[src/rtl/gbd_pkg.sv]
// Shared widths, register indexes, reset values and item types for the breadcrumb decimator.
package gbd_pkg;

  localparam int TIME_W  = 32;
  localparam int LAT_W   = 31;
  localparam int LON_W   = 32;
  localparam int ALT_W   = 25;
  localparam int SLOT_W  = 6;
  localparam int CNT_W   = 7;
  localparam int CFG_W   = 16;
  localparam int CFG_IDX_W = 2;

  localparam logic [CFG_IDX_W-1:0] REG_MIN_INTERVAL = 2'd0;
  localparam logic [CFG_IDX_W-1:0] REG_MIN_DISTANCE = 2'd1;
  localparam logic [CFG_IDX_W-1:0] REG_MAX_INTERVAL = 2'd2;

  localparam logic [CFG_W-1:0] MIN_INTERVAL_RST = 16'd500;
  localparam logic [CFG_W-1:0] MIN_DISTANCE_RST = 16'd30;
  localparam logic [CFG_W-1:0] MAX_INTERVAL_RST = 16'd3000;

  localparam logic KIND_FIX   = 1'b0;
  localparam logic KIND_CLEAR = 1'b1;

  typedef struct packed {
    logic                    kind;
    logic [TIME_W-1:0]       now_ms;
    logic                    fix_valid;
    logic signed [LAT_W-1:0] lat_e7;
    logic signed [LON_W-1:0] lon_e7;
    logic signed [ALT_W-1:0] alt_cm;
  } fix_t;

  typedef struct packed {
    logic [TIME_W-1:0]       last_time;
    logic signed [LAT_W-1:0] last_lat;
    logic signed [LON_W-1:0] last_lon;
  } trail_t;

  typedef struct packed {
    logic [CFG_W-1:0] min_interval_ms;
    logic [CFG_W-1:0] min_distance;
    logic [CFG_W-1:0] max_interval_ms;
  } cfg_t;

endpackage

[src/rtl/gbd_if.sv]
// Valid/ready channel interfaces for fix items and trail point items.
interface gbd_fix_if;
  import gbd_pkg::*;

  logic                    valid;
  logic                    ready;
  logic                    kind;
  logic [TIME_W-1:0]       now_ms;
  logic                    fix_valid;
  logic signed [LAT_W-1:0] lat_e7;
  logic signed [LON_W-1:0] lon_e7;
  logic signed [ALT_W-1:0] alt_cm;

  modport source (
    output valid, kind, now_ms, fix_valid, lat_e7, lon_e7, alt_cm,
    input  ready
  );
  modport sink (
    input  valid, kind, now_ms, fix_valid, lat_e7, lon_e7, alt_cm,
    output ready
  );
endinterface

interface gbd_point_if;
  import gbd_pkg::*;

  logic                    valid;
  logic                    ready;
  logic                    recorded;
  logic [SLOT_W-1:0]       slot;
  logic signed [LAT_W-1:0] point_lat;
  logic signed [LON_W-1:0] point_lon;
  logic signed [ALT_W-1:0] point_alt;
  logic [TIME_W-1:0]       point_time;
  logic [CNT_W-1:0]        stored_count;
  logic                    home_set;
  logic signed [LAT_W-1:0] home_lat;
  logic signed [LON_W-1:0] home_lon;

  modport source (
    output valid, recorded, slot, point_lat, point_lon, point_alt, point_time,
           stored_count, home_set, home_lat, home_lon,
    input  ready
  );
  modport sink (
    input  valid, recorded, slot, point_lat, point_lon, point_alt, point_time,
           stored_count, home_set, home_lat, home_lon,
    output ready
  );
endinterface

[src/rtl/gbd_decide.sv]
// Log decision: time gates and Manhattan distance against the last trail point.
module gbd_decide (
  input  gbd_pkg::fix_t   fix,
  input  gbd_pkg::trail_t trail,
  input  gbd_pkg::cfg_t   cfg,
  output logic            record
);
  import gbd_pkg::*;

  logic [31:0] lat_now, lat_last, dlat, dlon, alat, alon, span, dt;
  logic        time_ok, far_ok, stale;

  always_comb begin
    lat_now  = {fix.lat_e7[LAT_W-1], fix.lat_e7};
    lat_last = {trail.last_lat[LAT_W-1], trail.last_lat};
    dlat     = lat_now - lat_last;
    dlon     = fix.lon_e7 - trail.last_lon;
    alat     = dlat[31] ? (32'd0 - dlat) : dlat;
    alon     = dlon[31] ? (32'd0 - dlon) : dlon;
    span     = alat + alon;
    dt       = fix.now_ms - trail.last_time;
    time_ok  = dt >= {16'd0, cfg.min_interval_ms};
    far_ok   = span >= {16'd0, cfg.min_distance};
    stale    = dt >= {16'd0, cfg.max_interval_ms};
    record   = (fix.kind == KIND_FIX) && fix.fix_valid && time_ok && (far_ok || stale);
  end

endmodule

[src/rtl/gps_breadcrumb_decimator.sv]
// Breadcrumb decimator top level: input register, log decision, trail state, result register.
//
//   channel  dir  handshake     content
//   fix_ch   in   valid/ready   kind, now_ms, fix_valid, lat_e7, lon_e7, alt_cm
//   pt_ch    out  valid/ready   recorded, slot, point fields, count, home
//   cfg      in   cfg_we        cfg_index, cfg_data (three 16-bit registers)
//
// One item per cycle sustained while pt_ch.ready holds.
// The decision and trail update sit between the input register and the result register.
// Synchronous reset clears the trail and restores the register defaults.
// A stalled result holds; the input register keeps accepting while it can drain.
module gps_breadcrumb_decimator #(
  parameter int POINT_COUNT = 64
) (
  input  logic                             clk,
  input  logic                             rst,
  input  logic                             cfg_we,
  input  logic [gbd_pkg::CFG_IDX_W-1:0]    cfg_index,
  input  logic [gbd_pkg::CFG_W-1:0]        cfg_data,
  gbd_fix_if.sink                          fix_ch,
  gbd_point_if.source                      pt_ch
);
  import gbd_pkg::*;

  localparam int HW = (POINT_COUNT > 1) ? $clog2(POINT_COUNT) : 1;
  localparam int CW = $clog2(POINT_COUNT + 1);

  cfg_t   cfg;
  fix_t   s1;
  logic   s1_valid;
  logic   s1_move;
  logic   out_valid;
  logic   record;

  trail_t                  trail, trail_next;
  logic [HW-1:0]           head, head_next;
  logic [CW-1:0]           count, count_next;
  logic                    home_locked, home_locked_next;
  logic signed [LAT_W-1:0] home_lat, home_lat_next;
  logic signed [LON_W-1:0] home_lon, home_lon_next;

  always_ff @(posedge clk) begin
    if (rst) begin
      cfg.min_interval_ms <= MIN_INTERVAL_RST;
      cfg.min_distance    <= MIN_DISTANCE_RST;
      cfg.max_interval_ms <= MAX_INTERVAL_RST;
    end else if (cfg_we) begin
      case (cfg_index)
        REG_MIN_INTERVAL: cfg.min_interval_ms <= cfg_data;
        REG_MIN_DISTANCE: cfg.min_distance    <= cfg_data;
        REG_MAX_INTERVAL: cfg.max_interval_ms <= cfg_data;
        default: ;
      endcase
    end
  end

  assign s1_move      = s1_valid && (!out_valid || pt_ch.ready);
  assign fix_ch.ready = !s1_valid || s1_move;

  always_ff @(posedge clk) begin
    if (rst) begin
      s1_valid <= 1'b0;
    end else if (fix_ch.ready) begin
      s1_valid <= fix_ch.valid;
    end
  end

  always_ff @(posedge clk) begin
    if (fix_ch.valid && fix_ch.ready) begin
      s1.kind      <= fix_ch.kind;
      s1.now_ms    <= fix_ch.now_ms;
      s1.fix_valid <= fix_ch.fix_valid;
      s1.lat_e7    <= fix_ch.lat_e7;
      s1.lon_e7    <= fix_ch.lon_e7;
      s1.alt_cm    <= fix_ch.alt_cm;
    end
  end

  gbd_decide u_decide (
    .fix    (s1),
    .trail  (trail),
    .cfg    (cfg),
    .record (record)
  );

  always_comb begin
    trail_next       = trail;
    head_next        = head;
    count_next       = count;
    home_locked_next = home_locked;
    home_lat_next    = home_lat;
    home_lon_next    = home_lon;
    if (s1.kind == KIND_CLEAR) begin
      trail_next       = '0;
      head_next        = '0;
      count_next       = '0;
      home_locked_next = 1'b0;
      home_lat_next    = '0;
      home_lon_next    = '0;
    end else if (record) begin
      trail_next.last_time = s1.now_ms;
      trail_next.last_lat  = s1.lat_e7;
      trail_next.last_lon  = s1.lon_e7;
      head_next  = (head == HW'(POINT_COUNT - 1)) ? '0 : head + 1'b1;
      if (count < CW'(POINT_COUNT)) begin
        count_next = count + 1'b1;
      end
      if (!home_locked) begin
        home_locked_next = 1'b1;
        home_lat_next    = s1.lat_e7;
        home_lon_next    = s1.lon_e7;
      end
    end
  end

  always_ff @(posedge clk) begin
    if (rst) begin
      trail       <= '0;
      head        <= '0;
      count       <= '0;
      home_locked <= 1'b0;
      home_lat    <= '0;
      home_lon    <= '0;
    end else if (s1_move) begin
      trail       <= trail_next;
      head        <= head_next;
      count       <= count_next;
      home_locked <= home_locked_next;
      home_lat    <= home_lat_next;
      home_lon    <= home_lon_next;
    end
  end

  always_ff @(posedge clk) begin
    if (rst) begin
      out_valid <= 1'b0;
    end else if (s1_move) begin
      out_valid <= 1'b1;
    end else if (pt_ch.ready) begin
      out_valid <= 1'b0;
    end
  end

  always_ff @(posedge clk) begin
    if (s1_move) begin
      pt_ch.recorded     <= record;
      pt_ch.slot         <= record ? SLOT_W'(head) : '0;
      pt_ch.point_lat    <= record ? s1.lat_e7 : '0;
      pt_ch.point_lon    <= record ? s1.lon_e7 : '0;
      pt_ch.point_alt    <= record ? s1.alt_cm : '0;
      pt_ch.point_time   <= record ? s1.now_ms : '0;
      pt_ch.stored_count <= CNT_W'(count_next);
      pt_ch.home_set     <= home_locked_next;
      pt_ch.home_lat     <= home_lat_next;
      pt_ch.home_lon     <= home_lon_next;
    end
  end

  assign pt_ch.valid = out_valid;

endmodule
[src/flat_wrapper.sv]
// flat-port wrapper written by rule: the top's interface ports become plain ports
module gps_breadcrumb_decimator_flat import gbd_pkg::*;
#(
  parameter int POINT_COUNT = 64
)
  (clk, rst, cfg_we, cfg_index, cfg_data, fix_ch_valid, fix_ch_kind, fix_ch_now_ms, fix_ch_fix_valid, fix_ch_lat_e7, fix_ch_lon_e7, fix_ch_alt_cm, fix_ch_ready, pt_ch_valid, pt_ch_recorded, pt_ch_slot, pt_ch_point_lat, pt_ch_point_lon, pt_ch_point_alt, pt_ch_point_time, pt_ch_stored_count, pt_ch_home_set, pt_ch_home_lat, pt_ch_home_lon, pt_ch_ready);
  gbd_fix_if fix_ch_i ();
  gbd_point_if pt_ch_i ();
  input  logic clk;
  input  logic rst;
  input  logic cfg_we;
  input  logic [gbd_pkg::CFG_IDX_W-1:0] cfg_index;
  input  logic [gbd_pkg::CFG_W-1:0] cfg_data;
  input wire logic [$bits(fix_ch_i.valid)-1:0] fix_ch_valid;
  input wire logic [$bits(fix_ch_i.kind)-1:0] fix_ch_kind;
  input wire logic [$bits(fix_ch_i.now_ms)-1:0] fix_ch_now_ms;
  input wire logic [$bits(fix_ch_i.fix_valid)-1:0] fix_ch_fix_valid;
  input wire logic [$bits(fix_ch_i.lat_e7)-1:0] fix_ch_lat_e7;
  input wire logic [$bits(fix_ch_i.lon_e7)-1:0] fix_ch_lon_e7;
  input wire logic [$bits(fix_ch_i.alt_cm)-1:0] fix_ch_alt_cm;
  output wire logic [$bits(fix_ch_i.ready)-1:0] fix_ch_ready;
  output wire logic [$bits(pt_ch_i.valid)-1:0] pt_ch_valid;
  output wire logic [$bits(pt_ch_i.recorded)-1:0] pt_ch_recorded;
  output wire logic [$bits(pt_ch_i.slot)-1:0] pt_ch_slot;
  output wire logic [$bits(pt_ch_i.point_lat)-1:0] pt_ch_point_lat;
  output wire logic [$bits(pt_ch_i.point_lon)-1:0] pt_ch_point_lon;
  output wire logic [$bits(pt_ch_i.point_alt)-1:0] pt_ch_point_alt;
  output wire logic [$bits(pt_ch_i.point_time)-1:0] pt_ch_point_time;
  output wire logic [$bits(pt_ch_i.stored_count)-1:0] pt_ch_stored_count;
  output wire logic [$bits(pt_ch_i.home_set)-1:0] pt_ch_home_set;
  output wire logic [$bits(pt_ch_i.home_lat)-1:0] pt_ch_home_lat;
  output wire logic [$bits(pt_ch_i.home_lon)-1:0] pt_ch_home_lon;
  input wire logic [$bits(pt_ch_i.ready)-1:0] pt_ch_ready;
  assign fix_ch_i.valid = fix_ch_valid;
  assign fix_ch_i.kind = fix_ch_kind;
  assign fix_ch_i.now_ms = fix_ch_now_ms;
  assign fix_ch_i.fix_valid = fix_ch_fix_valid;
  assign fix_ch_i.lat_e7 = fix_ch_lat_e7;
  assign fix_ch_i.lon_e7 = fix_ch_lon_e7;
  assign fix_ch_i.alt_cm = fix_ch_alt_cm;
  assign fix_ch_ready = fix_ch_i.ready;
  assign pt_ch_valid = pt_ch_i.valid;
  assign pt_ch_recorded = pt_ch_i.recorded;
  assign pt_ch_slot = pt_ch_i.slot;
  assign pt_ch_point_lat = pt_ch_i.point_lat;
  assign pt_ch_point_lon = pt_ch_i.point_lon;
  assign pt_ch_point_alt = pt_ch_i.point_alt;
  assign pt_ch_point_time = pt_ch_i.point_time;
  assign pt_ch_stored_count = pt_ch_i.stored_count;
  assign pt_ch_home_set = pt_ch_i.home_set;
  assign pt_ch_home_lat = pt_ch_i.home_lat;
  assign pt_ch_home_lon = pt_ch_i.home_lon;
  assign pt_ch_i.ready = pt_ch_ready;
  gps_breadcrumb_decimator #(.POINT_COUNT(POINT_COUNT)) u_core (.clk(clk), .rst(rst), .cfg_we(cfg_we), .cfg_index(cfg_index), .cfg_data(cfg_data), .fix_ch(fix_ch_i), .pt_ch(pt_ch_i));
endmodule
[config.mk]
export PLATFORM = sky130hd
export DESIGN_NAME = gps_breadcrumb_decimator_flat
export DESIGN_NICKNAME = d
export VERILOG_FILES = /design/src/rtl/gbd_pkg.sv /design/src/rtl/gbd_if.sv /design/src/rtl/gbd_decide.sv /design/src/rtl/gps_breadcrumb_decimator.sv /design/src/flat_wrapper.sv
export SDC_FILE = /design/constraint.sdc
export NUM_CORES = 1
export LEC_CHECK = 0
export BUFFER_PORTS_ARGS = -buffer_cell sky130_fd_sc_hd__buf_2
export CORE_ASPECT_RATIO = 0.7
export CORE_MARGIN = 2
export CORE_UTILIZATION = 59
export CTS_CLUSTER_DIAMETER = 150
export DETAILED_ROUTE_END_ITERATION = 10
export PLACE_DENSITY = 0.81
export SETUP_SLACK_MARGIN = 0.5
export SYNTH_ARGS = -nofsm -noshare
export SYNTH_HDL_FRONTEND = slang
export SYNTH_SLANG_ARGS = --single-unit
[constraint.sdc]
create_clock -name clk -period 10.7 [get_ports clk]
set_clock_uncertainty 0.15 [all_clocks]
set_input_delay 1.07 -clock clk [delete_from_list [all_inputs] [get_ports clk]]
set_output_delay 1.07 -clock clk [all_outputs]
set_load 0.01 [all_outputs]
==> flow_metrics.py <==
metrics = {
    "run_status": {
        "status": "finished, final reports clean",
    },
    "sta": {
        "hold_ws_ns": 0.311,
        "setup_viol": 0,
        "setup_slack_ns": 0.858,
        "slew_headroom_pct": 24.4,
        "timing.final.crit_share_pct": 92.0,
        "fmax_ghz": 0.102,
        "drv_slew": 0,
        "hold_violations": 0,
        "min_period_ns": 9.84,
        "worst_pin_slew_ns": 1.11,
        "rsz0062_at_grt": "false",
        "fin_setup_tns_ns": 0,
    },
    "grt": {
        "grt_overflow_total": 0,
        "grt_pass1_wl_mm": 118,
        "grt_max_degree": 126,
        "antenna_found_initial": 3,
        "grt_pass1_vias": 22500,
        "grtUsageTotal_pct": 28.4,
    },
    "cts": {
        "clk_latency_ns": 0.60,
        "clock_sinks": 542,
        "cts-buffers-inserted": 50,
        "cts_max_path_buffers": 3,
        "cts_tree": "built",
        "post_cts_resized": 0,
        "clk_pin_slew_ns": 0.06,
        "root_buffer": "clkbuf_16",
        "cts.htree.levels": 2,
        "cts_setup_buffers": 0,
        "cts-hold-fix-buffers": 0,
    },
    "yosys": {
        "synth.distinct_cells": 85,
        "syn-num-nets": 3155,
        "synthCells": 2830,
        "synth_edf_count": 320,
        "yosysSeqAreaShare_pct": 48.2,
        "post-synth-top-area-fraction_pct": 33.0,
        "synth_area_per_cell_sq_um": 10.3,
        "synth_warnings": 0,
        "synthesis.area_sq_um": 29200,
        "async_flop_share_pct": 0,
        "synthFlopType": "edfxtp_1",
        "yosysTopAreaCell": "edfxtp_1",
        "ys_seq_elements": 542,
        "yosys-top-cells-area": "edfxtp_1, dfxtp_1, ha_1",
    },
    "critical_path": {
        "r2r-end": "u_core.trail[40]",
        "slowest_delay_ns": 0.57,
        "crit_path_end_kind": "register",
        "critPathArrivalTime_ns": 10.17,
        "critPathLaunchType": "register",
        "r2r_start": "u_core.s1[25]",
        "cp_num_buf_inv": 4,
        "critPathKind": "reg -> reg",
        "ff2ff_path_depth": 34,
        "cp_max_fo": 56,
        "reg2reg_slack_ns": 0.86,
        "crit_top_cell": "ha_1",
        "critical_path.slowest_cell": "or4_1",
        "required_ns": 11.02,
        "cp_top_family": "compound AO/OA/AOI/OAI gates",
    },
    "finish": {
        "nets": 3437,
        "final_util_pct": 67.3,
        "syn2layout_area_growth_pct": 13.1,
        "drive_gt1_share_pct": 15.3,
        "fin_cells": 3821,
    },
    "power": {
        "powerDensity_nw_per_um2": 171,
        "pwr-share-comb_pct": 27.2,
        "internal_power_mw": 3.87,
        "seq_power_share_pct": 41.8,
        "switchingPower_mw": 1.77,
        "irDropWorstVdd_mv": 0.122,
        "p_clk_share_pct": 31.0,
        "leakagePower_nw": 12.9,
        "switching_share_pct": 31.4,
    },
    "detailed_routing": {
        "drtPass1Iterations": 6,
        "highest_layer": "met4",
        "vias": 23400,
        "routed_wl_mm": 75.3,
        "drt_iter0_drc": 2160,
        "route.detailed.drc": 0,
        "wl_met3_mm": 6.17,
        "dr_wl_met2_mm": 34.0,
        "wl_per_cell_um": 19.7,
        "ant_nets": 0,
        "wl_met1_mm": 33.7,
        "vias_per_cell": 6.13,
    },
    "die": {
        "fp-row-count": 68,
        "die_h_um": 190,
        "fp.dieW_um": 270,
        "start_util_pct": 59.5,
        "die_area_sq_um": 51200,
        "ios": 345,
        "core_region_area_sq_um": 49000,
    },
    "placement": {
        "dp_cells": 3724,
        "io_buffer_count": 344,
        "gp_congestion": 0.950,
        "pre_cts_ws_ns": 0.844,
        "hpwl_mm": 53.7,
    },
    "min_path": {
        "holdCritPathClass": "reg -> reg",
        "holdPathEnd": "u_core.cfg[32]",
        "hold_depth": 2,
        "hold_path.startpoint": "u_core.cfg[32]",
    },
    "flow_run": {
        "maxCapViolations": 0,
    },
}
-- worst min-delay path, delay by kind of cell, from the launching register on --
family | cells | cell delay (ns)
compound gates | 1 | 0.05
flops | 1 | 0.31
simple gates | 1 | 0.05
-- power groups by stage --
stage               sequential (mW)  combinational, mW  clock (mW)
floorplan                      2.41               1.07           0
global placement               2.40               1.45           0
detailed placement             2.40               1.48           0
CTS                            2.35               1.50        1.77
global route                   2.36               1.68        1.85
finish                         2.35               1.53        1.75
-- worst max-delay path by stage --
| stage | from | endpoint | slack [ns] | cells past startpoint |
|---|---|---|---|---|
| 6_report | u_core.s1[25] | u_core.trail[40] | 0.86 | 34 |
| 3_5_place_dp | u_core.s1[25] | u_core.home_lon[11] | 0.84 | 33 |
| 2_1_floorplan | pt_ch_ready | u_core.home_lat[29] | 2.68 | 7 |
| 4_1_cts | u_core.s1[25] | u_core.home_lon[11] | 0.75 | 33 |
| 5_1_grt | u_core.s1[25] | u_core.trail[50] | 0.50 | 34 |
| 3_3_place_gp | u_core.s1[53] | u_core.home_lon[5] | 1.07 | 31 |
-- synthesized netlist by cell type (all sizes together) (13+ instances only) --
master	count
xnor2	95
a31oi	30
a22o	95
o31ai	17
nand2	226
a32o	64
xor2	52
a211oi	26
and2	148
nor2	174
edfxtp	320
o21bai	16
buf	45
o21a	21
nand3	42
o211ai	38
a21o	61
a21oi	193
or4	13
nand2b	23
mux2i	70
and3	17
or3	16
clkbuf	91
o21ai	100
nor2b	17
nand4	37
inv	178
dfxtp	222
nor3	36
ha	176
-- cell type report --
cell class	count	area (sq um)
fillers	3780	16000
flip-flops and latches	542	14100
multi-input cells	1973	13900
repair buffers	365	1910
clock buffers	76	1450
well taps	665	832
inverters	180	683
clock inverters	18	135
diodes	2	5.00
-- sequential cells by signal (all words and copies together), names as in the netlist, 7 cells and up --
name	flops
u_core.cfg	48
u_core.count	7
u_core.home_lat	31
u_core.home_lon	32
u_core.pt_ch.home_lat	31
u_core.pt_ch.home_lon	32
u_core.pt_ch.point_alt	25
u_core.pt_ch.point_lat	31
u_core.pt_ch.point_lon	32
u_core.pt_ch.point_time	32
u_core.pt_ch.stored_count	7
u_core.s1	122
u_core.trail	95
-- through the flow --
step	total power [mW]	area, sq um
after global routing	5.89	33000
final	5.63	33000
after floorplan	3.48	29200
after CTS	5.62	32900
after detailed placement	3.88	31300
after global placement	3.85	31300
-- cell families after synthesis --
group,count (synthesis),share of synthesized area [%]
AND/OR/NAND/NOR,810,14.1
AO/OA/AOI/OAI,761,18.4
flip-flops,542,48.2
XOR/XNOR,147,4.42
buffers and inverters,316,4.46
adder cells (fa/ha/maj),180,7.83
multiplexers,74,2.56
-- layout by cell type, fill, tap and decap left out, types with 10 or more instances in the layout --
cell,instances
clkbuf_1,16
or3_1,15
and2_1,146
and3_1,17
nor4_1,10
o21a_1,21
a211oi_1,24
a21oi_1,192
o211ai_1,38
nor2b_1,17
a21o_1,60
ha_1,176
dfxtp_1,222
xor2_1,52
nand3_1,42
edfxtp_1,320
nor2_1,173
buf_4,17
inv_1,178
o21ai_0,97
mux2i_1,70
nand4_1,37
nand2b_1,23
o31ai_1,17
a32o_1,64
xnor2_1,95
nand2_1,226
buf_2,344
or4_1,13
clkbuf_16,51
a22o_1,95
a31oi_1,30
nor3_1,34
o21bai_1,16
nand3b_1,11
-- metal layers --
metal | up-vias | track usage, %
met5 | - | 0
met2 | 974 | 44.5
met1 | 11300 | 40.3
li1 | 11000 | -
met4 | 0 | 8.16
met3 | 113 | 5.40
Power figures use the tool's default switching activity.
